**config.mk**
```make
export PLATFORM = sky130hd
export DESIGN_NAME = mcbp_ram
export DESIGN_NICKNAME = d
export VERILOG_FILES = /design/src/hdl/mcbp_ram.sv
export SDC_FILE = /design/constraint.sdc
export NUM_CORES = 2
export LEC_CHECK = 0
export ABC_CLOCK_PERIOD_IN_PS = 2200
export BUFFER_PORTS_ARGS = -buffer_cell sky130_fd_sc_hd__buf_2
export CAP_MARGIN = 20
export CORE_MARGIN = 2
export CORE_UTILIZATION = 57
export CTS_CLUSTER_SIZE = 28
export DETAILED_ROUTE_END_ITERATION = 8
export PLACE_DENSITY_LB_ADDON = 0.1
export RECOVER_POWER = 100
export SLEW_MARGIN = 5
export SYNTH_ARGS = -nofsm -noshare
export SYNTH_HDL_FRONTEND = slang
export SYNTH_SLANG_ARGS = --single-unit
```
**constraint.sdc**
```tcl
create_clock -name aclk -period 2.2 [get_ports aclk]
set_input_delay 0.11 -clock aclk [delete_from_list [all_inputs] [get_ports aclk]]
set_output_delay 0.11 -clock aclk [all_outputs]
set_load 0.01 [all_outputs]
```
**src/hdl/mcbp_ram.sv**
```systemverilog
// ----------------------------------------------------------------------------
// mcbp_ram: simple dual-port synchronous RAM
// One write port and one read port with a registered, enabled read.
// ----------------------------------------------------------------------------
module mcbp_ram #(
    parameter int WIDTH = 8,
    parameter int DEPTH = 256,
    localparam int AW   = (DEPTH > 1) ? $clog2(DEPTH) : 1
) (
    input  logic             aclk,
    input  logic             we,
    input  logic [AW-1:0]    waddr,
    input  logic [WIDTH-1:0] wdata,
    input  logic             re,
    input  logic [AW-1:0]    raddr,
    output logic [WIDTH-1:0] rdata
);

    logic [WIDTH-1:0] mem [DEPTH];
    logic [WIDTH-1:0] rdata_reg;

    always_ff @(posedge aclk) begin
        if (we) begin
            mem[waddr] <= wdata;
        end
    end

    // Read data holds until the next enabled read.
    always_ff @(posedge aclk) begin
        if (re) begin
            rdata_reg <= mem[raddr];
        end
    end

    assign rdata = rdata_reg;

endmodule

```
==> impl_metrics.ini <==
[status]
status = finished with violations
violations = max-capacitance violations, max-slew violations, negative setup slack

[layout]
mostFrequentLayoutCells = 2056 x edfxtp_1, 454 x mux4_2, 335 x buf_4, 277 x nor2_1, 204 x clkbuf_16
final_util_pct = 66.8
final_common_cell = edfxtp_1
fin_nets = 4458
largest_reg_flops = 2048
fillerInstances = 8979
final_layout_size_suffix_gt1_share_pct = 30.9
final_cells = 6476
syn_to_final_growth_pct = 16.7

[place]
dp_hpwl_mm = 132
pre_cts_ws_ns = -1.22
gp_congestion = 0.890
placed_cells = 6094
portBuffers = 34

[yosys]
yosys_warnings = 0
ys_ff_latch = 2056
synthSimpleGateAreaFrac_pct = 2.63
synth_compound_area_share_pct = 3.42
synthDistinctLibCells = 54
synth-async-reset-ratio_pct = 0
syn_nets = 3760
yosysSeqAreaShare_pct = 77.5
synth-xor-area-share_pct = 0
synthAdderAreaFrac_pct = 0
synth_ff_type = edfxtp_1
syn_area_um2 = 79600
synth_area_leaders = edfxtp_1 78%, mux4_2 13%, mux2i_1 1.7%, nor2_1 1.3%, a22oi_1 1.3%
syn_inst = 3733
synthMuxAreaShare_pct = 14.6
syn_area_per_cell_um2 = 21.3
synth_edf_count = 2056
synth_top_area_share_pct = 77.5
synth_top_family_by_area = multiplexers
yosysTopAreaCell = edfxtp_1

[sta]
hold_viol = 0
fin_crit_ns = 2.43
finalWorstSetupSlack_ns = -0.232
setup_viol = 399
fin_worst_skew_ns = 0.0286
fmax_ghz = 0.411
min_period_over_period_pct = 111
slew_headroom_pct = -46.1
tns_ns = -31.97
drv_slew = 485
worst_pin_slew_ns = 2.19
rsz0062_at_grt = true

[floorplanning]
core_area_um2 = 139000
dieArea_um2 = 143000
die_x_um = 378
rows = 137
initial_utilization_pct = 57.3
die_y_um = 378
boundaryPins = 35

[detailed_routing]
first_iter_violations = 5588
vias_per_cell = 6.39
drc = 0
wl_mm = 203
routedWlPerCell_um = 31.3
drtAntennaViolNets = 0
dr.pass1.iters = 6
vias = 41386

[critical_path]
worstPathArrival_ns = 3.00
rrSetupSlack_ns = -0.23
start_kind = flop
reg2reg_depth = 6
crit_type = reg2reg
timing.rr.end = rdata[2]
critical_path.endpoint_type = flop
worstPathRequired_ns = 2.77
rr_startpoint = mem[82][2]
cp_max_fo = 1

[clocking]
clkTransAtPathRegs_ns = 0.06
cts_buffers = 200
cts_max_level = 4
cts_root_buffer = clkbuf_16
insertion_delay_ns = 0.84
cts_tree = built
clk_path_buf_depth = 3
cts_sinks = 2056

[power_and_ir_drop]
power.leakage_uw = 0.0300
power_density_nw_per_um2 = 873
peakVddDrop_v = 0.000919

[min_path]
hold_path_startpoint = waddr[6]
min_path_type = in2reg
hold_depth = 4
min_to = mem[227][6]

[global_route]
gr-total-overflow = 0
antenna_found_initial = 6
grt_pass1_wl_mm = 294
grt_max_degree = 95
grt.total_usage_pct = 29.0
first_global_vias = 41841

[job]
cap_viol_max_count = 6
synth_stat cells (2+ instances only):
library cell,instances
edfxtp_1,2056
mux4_2,454
nor2_1,282
mux2i_1,134
a22oi_1,133
clkbuf_1,111
a21oi_1,96
o221ai_1,46
nand3_1,34
nand2_1,33
buf_2,31
nor2b_1,31
o22ai_1,28
buf_4,27
nor4_1,24
buf_1,22
nor3_1,22
buf_6,21
a211oi_1,16
a221oi_1,13
buf_8,13
nand4_1,10
o211ai_1,10
o21ai_0,10
a22o_1,8
buf_12,8
nand2b_1,8
and2_1,6
o22a_1,5
o32ai_1,4
or2_2,4
nor4_2,3
a2111oi_0,2
a2111oi_1,2
a311oi_1,2
a31oi_1,2
and3b_1,2
mux4_1,2
nand3b_1,2
o21ai_1,2
per-layer routing:
layer,track usage (%),up-vias,wire length [µm]
met5,0,-,0
met4,9.76,0,7380
met3,5.47,400,17900
met2,46.7,2105,99300
met1,40.5,21755,78300
li1,-,17126,-
per-stage QoR:
step	total power, µW	hold WS (ns)	instance area (µm²)
after floorplan	46200	0.209	79600
after global placement	48500	0.547	87100
after detailed placement	48600	0.555	87100
after CTS	81500	0.00713	93900
after global routing	83200	0.0503	92900
final	81100	0.0507	92900
timing repair:
action | 4_1_cts | 5_1_grt
resized for setup | 50 | 9
hold endpoints to repair | 398 | 0
setup buffers | 0 | 0
setup endpoints to repair | 8 | 8
hold buffers | 13 | 0
pin swaps | 17 | 10
cells by family after synthesis:
| group | after synthesis |
|---|---|
| mux | 591 |
| compound gates | 385 |
| simple gates | 466 |
| flops | 2056 |
| buf+inv | 235 |
where the power goes:
part / internal [µW] / leakage (µW) / switching (µW)
Combinational: 1820 / 0.00839 / 2740
Clock: 19100 / 0.00308 / 14200
Sequential: 43200 / 0.0185 / 50.3
how the worst max path moves through the flow:
stage | start | slack, ns | end | depth (start not counted)
floorplan | raddr[0] | 0.01 | rdata[2] | 9
global placement | raddr[0] | -1.46 | rdata[3] | 10
detailed placement | raddr[1] | -1.22 | rdata[7] | 10
CTS | mem[211][5] | -0.22 | rdata[5] | 7
global route | mem[67][7] | -0.27 | rdata[7] | 6
finish | mem[82][2] | -0.23 | rdata[2] | 6
final cells by class:
type                            instances  area, µm²  share of cell area [%]
Clock inverter                        110       1030                    1.11
Tap cell                             1876       2350                    2.53
Timing Repair Buffer                  729       5660                    6.10
Multi-Input combinational cell       1442      16800                    18.1
Inverter                                2       7.51                 0.00808
Sequential cell                      2056      61700                    66.4
Clock buffer                          257       5300                    5.71
Antenna cell                            4       10.0                  0.0108
critical path, cell delays in order, from the launching register on:
cell,delay [ns]
edfxtp_1,0.37
mux4_2,0.52
mux4_2,0.56
nor2b_4,0.17
nor4_4,0.30
buf_4,0.21
nor4_2,0.05
Note: power is estimated with default switching activity, not from simulation.
